### src/hdl/aspc_pkg.sv
// Shared types and constants of the six-point accelerometer calibrator.
`default_nettype none
package aspc_pkg;

	localparam int LOG2_SAMPLES_DEF = 9;
	localparam int SL_W = 10;
	localparam int WORD_W = 16;
	localparam int TALLY_W = 3;
	localparam int EXT_W = 17;

	localparam logic signed [WORD_W-1:0] THRESH16 = 16'sd1024;
	localparam logic signed [WORD_W-1:0] NEG_THRESH16 = -16'sd1024;
	localparam logic signed [EXT_W-1:0] THRESH_EXT = 17'sd1024;
	localparam logic signed [EXT_W-1:0] NEG_THRESH_EXT = -17'sd1024;
	localparam logic signed [WORD_W-1:0] MAX_RESET = 16'sd2048;
	localparam logic signed [WORD_W-1:0] MIN_RESET = -16'sd2048;
	localparam logic [TALLY_W-1:0] TALLY_WRAP = 3'd6;

	localparam logic [31:0] DIVIDEND = 32'd4096000000;
	localparam logic [WORD_W-1:0] MILLION_LO = 16'(32'd1000000);
	localparam logic signed [17:0] OFFSET_MUL = 18'sd100000;
	localparam int PROD_W = 35;
	localparam int OFF_SHIFT = 12;
	localparam logic signed [PROD_W-1:0] OFF_ROUND = PROD_W'((1 << OFF_SHIFT) - 1);

	localparam logic [1:0] AXIS_X = 2'd0;
	localparam logic [1:0] AXIS_Z = 2'd2;

	typedef struct packed {
		logic operation;
		logic signed [WORD_W-1:0] accel_x;
		logic signed [WORD_W-1:0] accel_y;
		logic signed [WORD_W-1:0] accel_z;
	} in_word_t;

	typedef struct packed {
		logic [SL_W-1:0] samples_left;
		logic run_done;
		logic [TALLY_W-1:0] runs_completed;
		logic signed [WORD_W-1:0] scale_x;
		logic signed [WORD_W-1:0] scale_y;
		logic signed [WORD_W-1:0] scale_z;
		logic signed [WORD_W-1:0] offset_x;
		logic signed [WORD_W-1:0] offset_y;
		logic signed [WORD_W-1:0] offset_z;
	} out_word_t;

	typedef struct packed {
		logic accept;
		logic load;
		logic store_off;
		logic store_scale;
		logic emit;
		logic [1:0] axis;
	} cmd_t;

	typedef struct packed {
		logic done;
		logic div_done;
	} status_t;

endpackage
`default_nettype wire

### src/hdl/aspc_div.sv
// Restoring serial divider: fixed dividend, 16-bit divisor, one quotient bit a cycle.
`default_nettype none
module aspc_div (
	input  wire logic        clk,
	input  wire logic        arst_n,
	input  wire logic        start,
	input  wire logic [15:0] divisor,
	output logic             done,
	output logic [31:0]      quotient
);

	localparam int STEPS = 32;
	localparam int CNT_W = $clog2(STEPS);

	logic busy_q;
	logic done_q;
	logic [CNT_W-1:0] cnt_q;
	logic [15:0] dvs_q;
	logic [15:0] rem_q;
	logic [31:0] quo_q;
	logic [16:0] shifted;
	logic [16:0] trial;

	assign shifted = {rem_q, quo_q[31]};
	assign trial = shifted - {1'b0, dvs_q};

	always_ff @(posedge clk or negedge arst_n) begin
		if (!arst_n) begin
			busy_q <= 1'b0;
			done_q <= 1'b0;
			cnt_q <= '0;
		end else begin
			done_q <= 1'b0;
			if (start) begin
				busy_q <= 1'b1;
				cnt_q <= '0;
			end else if (busy_q) begin
				cnt_q <= cnt_q + CNT_W'(1);
				if (cnt_q == CNT_W'(STEPS - 1)) begin
					busy_q <= 1'b0;
					done_q <= 1'b1;
				end
			end
		end
	end

	// A borrow out of the trial subtraction means the divisor did not fit.
	always_ff @(posedge clk) begin
		if (start) begin
			dvs_q <= divisor;
			rem_q <= '0;
			quo_q <= aspc_pkg::DIVIDEND;
		end else if (busy_q) begin
			if (!trial[16]) begin
				rem_q <= trial[15:0];
				quo_q <= {quo_q[30:0], 1'b1};
			end else begin
				rem_q <= shifted[15:0];
				quo_q <= {quo_q[30:0], 1'b0};
			end
		end
	end

	assign done = done_q;
	assign quotient = quo_q;

endmodule
`default_nettype wire

### src/hdl/aspc_datapath.sv
// Datapath: sums, extremes, countdown, calibration words and the result register.
`default_nettype none
module aspc_datapath #(
	parameter int LOG2_SAMPLES = aspc_pkg::LOG2_SAMPLES_DEF
) (
	input  wire logic                clk,
	input  wire logic                arst_n,
	input  wire logic                cfg_we,
	input  wire logic                cfg_data,
	input  wire aspc_pkg::in_word_t  in_word,
	input  wire aspc_pkg::cmd_t      cmd,
	output aspc_pkg::status_t        status,
	output aspc_pkg::out_word_t      out_word
);

	localparam int SUM_BITS = LOG2_SAMPLES + 17;
	localparam int CNT_W = LOG2_SAMPLES + 1;
	localparam logic [CNT_W-1:0] CNT_LOAD = {1'b1, {LOG2_SAMPLES{1'b0}}};

	logic apply_q;
	logic done_q;
	logic [CNT_W-1:0] cnt_q;
	logic [aspc_pkg::TALLY_W-1:0] tally_q;
	logic signed [SUM_BITS-1:0] pos_q [3];
	logic signed [SUM_BITS-1:0] neg_q [3];
	logic signed [SUM_BITS-1:0] pos_nx [3];
	logic signed [SUM_BITS-1:0] neg_nx [3];
	logic signed [aspc_pkg::EXT_W-1:0] hi [3];
	logic signed [aspc_pkg::EXT_W-1:0] lo [3];
	logic signed [15:0] max_q [3];
	logic signed [15:0] min_q [3];
	logic signed [15:0] acc_in [3];
	logic sample_go;
	logic last;

	assign acc_in[0] = in_word.accel_x;
	assign acc_in[1] = in_word.accel_y;
	assign acc_in[2] = in_word.accel_z;

	assign sample_go = cmd.accept && !in_word.operation && (cnt_q != '0);
	assign last = sample_go && (cnt_q == CNT_W'(1));

	always_comb begin
		for (int i = 0; i < 3; i++) begin
			pos_nx[i] = pos_q[i];
			neg_nx[i] = neg_q[i];
			if (acc_in[i] > aspc_pkg::THRESH16) begin
				pos_nx[i] = pos_q[i] + {{(SUM_BITS-16){acc_in[i][15]}}, acc_in[i]};
			end
			if (acc_in[i] < aspc_pkg::NEG_THRESH16) begin
				neg_nx[i] = neg_q[i] + {{(SUM_BITS-16){acc_in[i][15]}}, acc_in[i]};
			end
			hi[i] = aspc_pkg::EXT_W'(pos_nx[i] >>> LOG2_SAMPLES);
			lo[i] = aspc_pkg::EXT_W'(neg_nx[i] >>> LOG2_SAMPLES);
		end
	end

	always_ff @(posedge clk or negedge arst_n) begin
		if (!arst_n) begin
			apply_q <= 1'b0;
			done_q <= 1'b0;
			cnt_q <= '0;
			tally_q <= '0;
			for (int i = 0; i < 3; i++) begin
				pos_q[i] <= '0;
				neg_q[i] <= '0;
				max_q[i] <= aspc_pkg::MAX_RESET;
				min_q[i] <= aspc_pkg::MIN_RESET;
			end
		end else begin
			if (cfg_we) begin
				apply_q <= cfg_data;
			end
			if (cmd.accept) begin
				done_q <= last;
				if (in_word.operation) begin
					cnt_q <= CNT_LOAD;
				end
			end
			if (sample_go) begin
				cnt_q <= cnt_q - CNT_W'(1);
				for (int i = 0; i < 3; i++) begin
					if (last) begin
						if (hi[i] > aspc_pkg::THRESH_EXT) begin
							max_q[i] <= hi[i][15:0];
						end
						if (lo[i] < aspc_pkg::NEG_THRESH_EXT) begin
							min_q[i] <= lo[i][15:0];
						end
						pos_q[i] <= '0;
						neg_q[i] <= '0;
					end else begin
						pos_q[i] <= pos_nx[i];
						neg_q[i] <= neg_nx[i];
					end
				end
				if (last) begin
					tally_q <= (tally_q == aspc_pkg::TALLY_WRAP) ? '0
						: tally_q + aspc_pkg::TALLY_W'(1);
				end
			end
		end
	end

	// Word computation for the axis the controller selects.
	logic signed [15:0] sel_max;
	logic signed [15:0] sel_min;
	logic signed [16:0] diff;
	logic signed [16:0] ssum;
	logic signed [17:0] nsum;
	logic [15:0] dmag;
	logic [31:0] quot;
	logic div_done;

	assign sel_max = max_q[cmd.axis];
	assign sel_min = min_q[cmd.axis];
	assign diff = {sel_max[15], sel_max} - {sel_min[15], sel_min};
	assign ssum = {sel_max[15], sel_max} + {sel_min[15], sel_min};
	assign nsum = -{ssum[16], ssum};
	assign dmag = diff[16] ? 16'(-diff) : diff[15:0];

	aspc_div u_div (
		.clk      (clk),
		.arst_n   (arst_n),
		.start    (cmd.load),
		.divisor  (dmag),
		.done     (div_done),
		.quotient (quot)
	);

	logic [1:0] axis_s1;
	logic d_neg_s1;
	logic d_zero_s1;
	logic signed [aspc_pkg::PROD_W-1:0] prod_s1;
	logic signed [aspc_pkg::PROD_W-1:0] o_rnd;
	logic [15:0] o_word;
	logic [15:0] q16;
	logic [15:0] scale_q [3];
	logic [15:0] off_q [3];
	aspc_pkg::out_word_t out_q;

	// Division by 4096 truncates toward zero, so a negative product is biased first.
	assign o_rnd = prod_s1 + (prod_s1[aspc_pkg::PROD_W-1] ? aspc_pkg::OFF_ROUND : '0);
	assign o_word = o_rnd[aspc_pkg::OFF_SHIFT +: 16];

	always_comb begin
		q16 = d_neg_s1 ? 16'(-quot[15:0]) : quot[15:0];
		if (d_zero_s1) begin
			q16 = '0;
		end
	end

	always_ff @(posedge clk) begin
		if (cmd.load) begin
			axis_s1 <= cmd.axis;
			d_neg_s1 <= diff[16];
			d_zero_s1 <= (diff == '0);
			prod_s1 <= nsum * aspc_pkg::OFFSET_MUL;
		end
		if (cmd.store_off) begin
			off_q[axis_s1] <= (axis_s1 == aspc_pkg::AXIS_Z) ? 16'(-o_word) : o_word;
		end
		if (cmd.store_scale) begin
			scale_q[axis_s1] <= q16 - aspc_pkg::MILLION_LO;
		end
		if (cmd.emit) begin
			out_q.samples_left <= aspc_pkg::SL_W'(cnt_q);
			out_q.run_done <= done_q;
			out_q.runs_completed <= tally_q;
			out_q.scale_x <= apply_q ? scale_q[0] : '0;
			out_q.scale_y <= apply_q ? scale_q[1] : '0;
			out_q.scale_z <= apply_q ? scale_q[2] : '0;
			out_q.offset_x <= apply_q ? off_q[0] : '0;
			out_q.offset_y <= apply_q ? off_q[1] : '0;
			out_q.offset_z <= apply_q ? off_q[2] : '0;
		end
	end

	assign status.done = done_q;
	assign status.div_done = div_done;
	assign out_word = out_q;

endmodule
`default_nettype wire

### src/hdl/aspc_ctrl.sv
// Controller: handshakes and the sequence of the per-axis word computation.
`default_nettype none
module aspc_ctrl (
	input  wire logic              clk,
	input  wire logic              arst_n,
	input  wire logic              in_valid,
	output logic                   in_ready,
	output logic                   out_valid,
	input  wire logic              out_ready,
	input  wire aspc_pkg::status_t status,
	output aspc_pkg::cmd_t         cmd
);

	typedef enum logic [2:0] {
		ST_IDLE,
		ST_CHECK,
		ST_LOAD,
		ST_OFFS,
		ST_DIVW,
		ST_EMIT
	} state_t;

	state_t state_q;
	logic [1:0] axis_q;
	logic fresh_q;
	logic out_valid_q;
	logic emit;

	assign emit = (state_q == ST_EMIT) && (!out_valid_q || out_ready);

	always_ff @(posedge clk or negedge arst_n) begin
		if (!arst_n) begin
			state_q <= ST_IDLE;
			axis_q <= aspc_pkg::AXIS_X;
			fresh_q <= 1'b0;
			out_valid_q <= 1'b0;
		end else begin
			if (emit) begin
				out_valid_q <= 1'b1;
			end else if (out_ready) begin
				out_valid_q <= 1'b0;
			end
			case (state_q)
				ST_IDLE: begin
					if (in_valid) begin
						state_q <= ST_CHECK;
					end
				end
				// The words change only when a run ends, and once after reset.
				ST_CHECK: begin
					if (status.done || !fresh_q) begin
						axis_q <= aspc_pkg::AXIS_X;
						state_q <= ST_LOAD;
					end else begin
						state_q <= ST_EMIT;
					end
				end
				ST_LOAD: begin
					state_q <= ST_OFFS;
				end
				ST_OFFS: begin
					state_q <= ST_DIVW;
				end
				ST_DIVW: begin
					if (status.div_done) begin
						if (axis_q == aspc_pkg::AXIS_Z) begin
							fresh_q <= 1'b1;
							state_q <= ST_EMIT;
						end else begin
							axis_q <= axis_q + 2'd1;
							state_q <= ST_LOAD;
						end
					end
				end
				ST_EMIT: begin
					if (!out_valid_q || out_ready) begin
						state_q <= ST_IDLE;
					end
				end
				default: begin
					state_q <= ST_IDLE;
				end
			endcase
		end
	end

	always_comb begin
		cmd.accept = (state_q == ST_IDLE) && in_valid;
		cmd.load = (state_q == ST_LOAD);
		cmd.store_off = (state_q == ST_OFFS);
		cmd.store_scale = (state_q == ST_DIVW) && status.div_done;
		cmd.emit = emit;
		cmd.axis = axis_q;
	end

	assign in_ready = (state_q == ST_IDLE);
	assign out_valid = out_valid_q;

endmodule
`default_nettype wire

### src/hdl/accel_six_point_calibrator.sv
// Top level of the six-point accelerometer calibrator.
// Each input word is a three-axis sample or a start command that loads a countdown of
// 2**LOG2_SAMPLES samples; during the countdown readings beyond +/-1024 are summed per
// axis, and the sample that ends the run turns the averaged sums into new extremes.
// Every word yields one result word with the countdown, the done flag, the run tally
// and six scale/offset words (zeros while apply_cal is low). A word that does not end
// a run passes through the check and emit states into the result register, and the
// next word is accepted once the controller is back in idle. The word that ends
// a run, and the first word after reset, also recompute the calibration words through
// one shared 32-step serial divider, three axes in turn.
// A new word is accepted while the previous result still waits in the output register.
`default_nettype none
module accel_six_point_calibrator #(
	parameter int LOG2_SAMPLES = aspc_pkg::LOG2_SAMPLES_DEF
) (
	input  wire logic                clk,
	input  wire logic                arst_n,
	input  wire logic                in_valid,
	output logic                     in_ready,
	input  wire aspc_pkg::in_word_t  in_word,
	output logic                     out_valid,
	input  wire logic                out_ready,
	output aspc_pkg::out_word_t      out_word,
	input  wire logic                cfg_we,
	input  wire logic                cfg_data
);

	aspc_pkg::cmd_t cmd;
	aspc_pkg::status_t status;

	aspc_ctrl u_ctrl (
		.clk       (clk),
		.arst_n    (arst_n),
		.in_valid  (in_valid),
		.in_ready  (in_ready),
		.out_valid (out_valid),
		.out_ready (out_ready),
		.status    (status),
		.cmd       (cmd)
	);

	aspc_datapath #(
		.LOG2_SAMPLES (LOG2_SAMPLES)
	) u_datapath (
		.clk      (clk),
		.arst_n   (arst_n),
		.cfg_we   (cfg_we),
		.cfg_data (cfg_data),
		.in_word  (in_word),
		.cmd      (cmd),
		.status   (status),
		.out_word (out_word)
	);

endmodule
`default_nettype wire

### config.mk
export PLATFORM = sky130hd
export DESIGN_NAME = accel_six_point_calibrator
export DESIGN_NICKNAME = d
export VERILOG_FILES = /design/src/hdl/aspc_pkg.sv /design/src/hdl/aspc_div.sv /design/src/hdl/aspc_datapath.sv /design/src/hdl/aspc_ctrl.sv /design/src/hdl/accel_six_point_calibrator.sv
export SDC_FILE = /design/constraint.sdc
export NUM_CORES = 1
export LEC_CHECK = 0
export BUFFER_PORTS_ARGS = -buffer_cell sky130_fd_sc_hd__buf_2
export CORE_AREA = 2 2 296 298
export CTS_BUF_LIST = sky130_fd_sc_hd__clkbuf_8
export DETAILED_ROUTE_END_ITERATION = 12
export DIE_AREA = 0 0 298 300
export GPL_TIMING_DRIVEN = 0
export PLACE_DENSITY_LB_ADDON = 0.05
export SLEW_MARGIN = 20
export SYNTH_ARGS = -nofsm -noshare
export SYNTH_HDL_FRONTEND = slang
export SYNTH_HIERARCHICAL = 1
export SYNTH_SLANG_ARGS = --single-unit
### constraint.sdc
create_clock -name clk -period 12.4 [get_ports clk]
set_input_delay 0.62 -clock clk [delete_from_list [all_inputs] [get_ports clk]]
set_output_delay 0.62 -clock clk [all_outputs]
set_load 0.01 [all_outputs]
==> metrics <==
Critical Path Fanout Max 10; multiplexer share of the synthesized area 4.94%; Seq/Total Area, Yosys 40.4%; drt pass-1 iters 5; Final setup viols 0; Crit-path slowest cell mux2i_1; GRT overflow 0; fraction of layout cells with a size suffix above 1 10.8%; most used flip-flop cell after synthesis dfrtp_1; synth warn 6; arrival time at the worst endpoint 10,790 ps; # IOs 167; CTS Buffer Depth 3; routed wire length 99.1 mm; Area Growth Syn to Fin 12.4%; Multi-input gate area 21,200 um2; R2R Path Start u_ctrl/axis_q[1]; Worst Hold Class input port to flop; CP required 12,950 ps; Via Count 28,800; Sequential Area 15,500 um2; status finished clean; Post-CTS Setup Bufs 0; most frequent cell on the critical path fa_1; antenna-violating nets left 0; hold_sp cfg_data; Slew headroom 19.9%; Total Routing Usage GR 22.1%; count of pins over their slew limit 0; port buffer count 166; antenna violations before repair 1; die height 300 um; largest net degree at the start of global routing 111; die area 89,400 um2; post-synthesis cell type count 101; Sink Count 579; post-synthesis simple-gate area fraction 13.0%; Worst Reg2Reg Path Length in Cells 31; gp weighted congestion 0.883; clock root buffer clkbuf_8; Clk pin slew, worst setup/hold paths 60 ps; cts hold-fix bufs 1; element type at the critical path end flop; Adder-Cell Fraction of Synth Area 13.9%; Post-Synthesis Cells 3,840; CTS buffer count 102; Setup CP Type flop to flop; # fillers 8,212; Worst R2R End u_datapath/prod_s1[34]; fraction of registers with async set/reset 48.5%; Worst setup SP type flop; Std-Cell Rows 108; Clock Latency Late Sink 770 ps; Synth Area per Inst 9.99 um2; Synth Area in Compound Gates 17.8%; main combinational cell family by area after synthesis compound AO/OA/AOI/OAI gates; f_max 0.0977 GHz; drt wl/cell 18.5 um; Syn Nets 4,279; Detailed Place HPWL 75.9 mm; core area 86,200 um2; clk_skew 42.8 ps; FF+latch count, synth 579; pin slew with the least headroom to its limit 1200 ps; # DRC 0; DR vias/cell 5.36; Hold Path End u_datapath/apply_q; Tmin final 10,240 ps; initial core utilization 44.5%; Worst Hold Depth 2; Detailed Route Iter0 Violations 1,532; Die X 298 um; Final Hold Fails 0; Synth Area in XOR/XNOR 5.64%; slowest stage delay, CP 630 ps; number of global-route vias before repair 28,300; crit path from u_ctrl/axis_q[1]; EDFF count, synth 250; TritonCTS clock tree done; setup TNS 0 ps; max cap viols 0; RSZ-0062 raised after global routing false; post_cts resized 0; synthesized area 38,400 um2; period utilization 82.6%; Nets 4,563; H-tree Lvls 3; Register-to-Register Setup Slack 2160 ps; global-route wire length before repair 157 mm
==> sequential cells by signal, indices dropped and copies added (netlist names), 24 cells and up <==
signal                     flops
u_datapath/max_q              48
u_datapath/min_q              48
u_datapath/neg_q              78
u_datapath/off_q              48
u_datapath/out_word          110
u_datapath/pos_q              78
u_datapath/prod_s1            24
u_datapath/scale_q            48
u_datapath/u_div/quotient     32
==> layout by cell type, fill, tap and decap left out, drive strengths merged, types with 146 or more instances in the layout <==
master	count
clkbuf	220
ha	316
o21ai	262
xnor2	146
nor2	253
nand2	283
a21oi	223
inv	318
edfxtp	250
buf	214
dfrtp	263
==> worst max-delay path: cells and delay by family (launching register included) <==
kind,cells,cell delay (ps)
buffers and inverters,5,1240
adders and majority gates,6,2410
DFF,1,510
AOI/OAI and AO/OA,11,3050
muxes,1,630
xor gates and xnor gates,3,1160
and+or+nand+nor,5,1040
==> worst max-delay path by stage <==
stage	slack (ps)	end
after floorplan	3980	u_datapath/prod_s1[34]
after global placement	2170	u_datapath/prod_s1[34]
after detailed placement	2140	u_datapath/prod_s1[34]
after CTS	2100	u_datapath/prod_s1[34]
after global routing	1420	u_datapath/prod_s1[34]
final	2160	u_datapath/prod_s1[34]
==> synth_stat cells (68+ instances only) <==
library cell,instances,share of area (%)
fa_1,68,3.5
xnor2_1,146,3.3
xor2_1,101,2.3
nor2_1,252,2.5
a21oi_1,222,2.9
edfxtp_1,250,20
mux2i_1,123,3.2
inv_1,288,2.8
and2_1,120,2.0
clkbuf_1,93,0.91
a22o_1,105,2.4
dfrtp_1,263,17
a21o_1,73,1.4
ha_1,316,10
o21ai_0,238,3.1
nand2_1,283,2.8
==> stage by stage <==
step                      hold WS (ps)  util, %  area, um2  std cells  worst slack (ps)
after floorplan                    324        -      38400       3840              3980
after global placement             447     47.2      40700       5161              2170
after detailed placement           450     47.4      40900       5174              2140
after CTS                         71.9     50.0      43100       5367              2100
after global routing               106     50.0      43100       5369              1420
final                              146     50.0      43100       5370              2160
==> per-layer routing <==
metal	share of wire, %	GRT usage, %	vias to the layer above	wire length (um)
li1	-	-	14500	-
met1	46	28.9	13600	45400
met2	48	38.0	497	47700
met3	3.3	2.72	142	3230
met4	2.8	7.31	0	2780
met5	0	0	-	0
==> area by class of cell <==
class / count / share of cell area (%)
Tap cell: 1155 / 3.35
Antenna cell: 3 / 0.0174
Multi-Input combinational cell: 2844 / 49.2
Clock buffer: 127 / 4.05
Clock inverter: 65 / 1.19
Timing Repair Buffer: 180 / 2.39
Inverter: 289 / 2.51
Buffer: 128 / 1.30
Sequential cell: 579 / 36.0
==> cell families (layout without fill, tap and decap cells) <==
group           Yosys count  after routing
compound gates         1025           1025
xor+xnor                247            247
fa+ha+maj               384            384
buf+inv                 417            789
flops                   579            579
mux                     180            180
other cells               0              3
simple gates           1008           1008
Power is left out: the tool's default activity adds up to more than one toggle a clock period on the data nets, which glitch-free logic cannot reach.
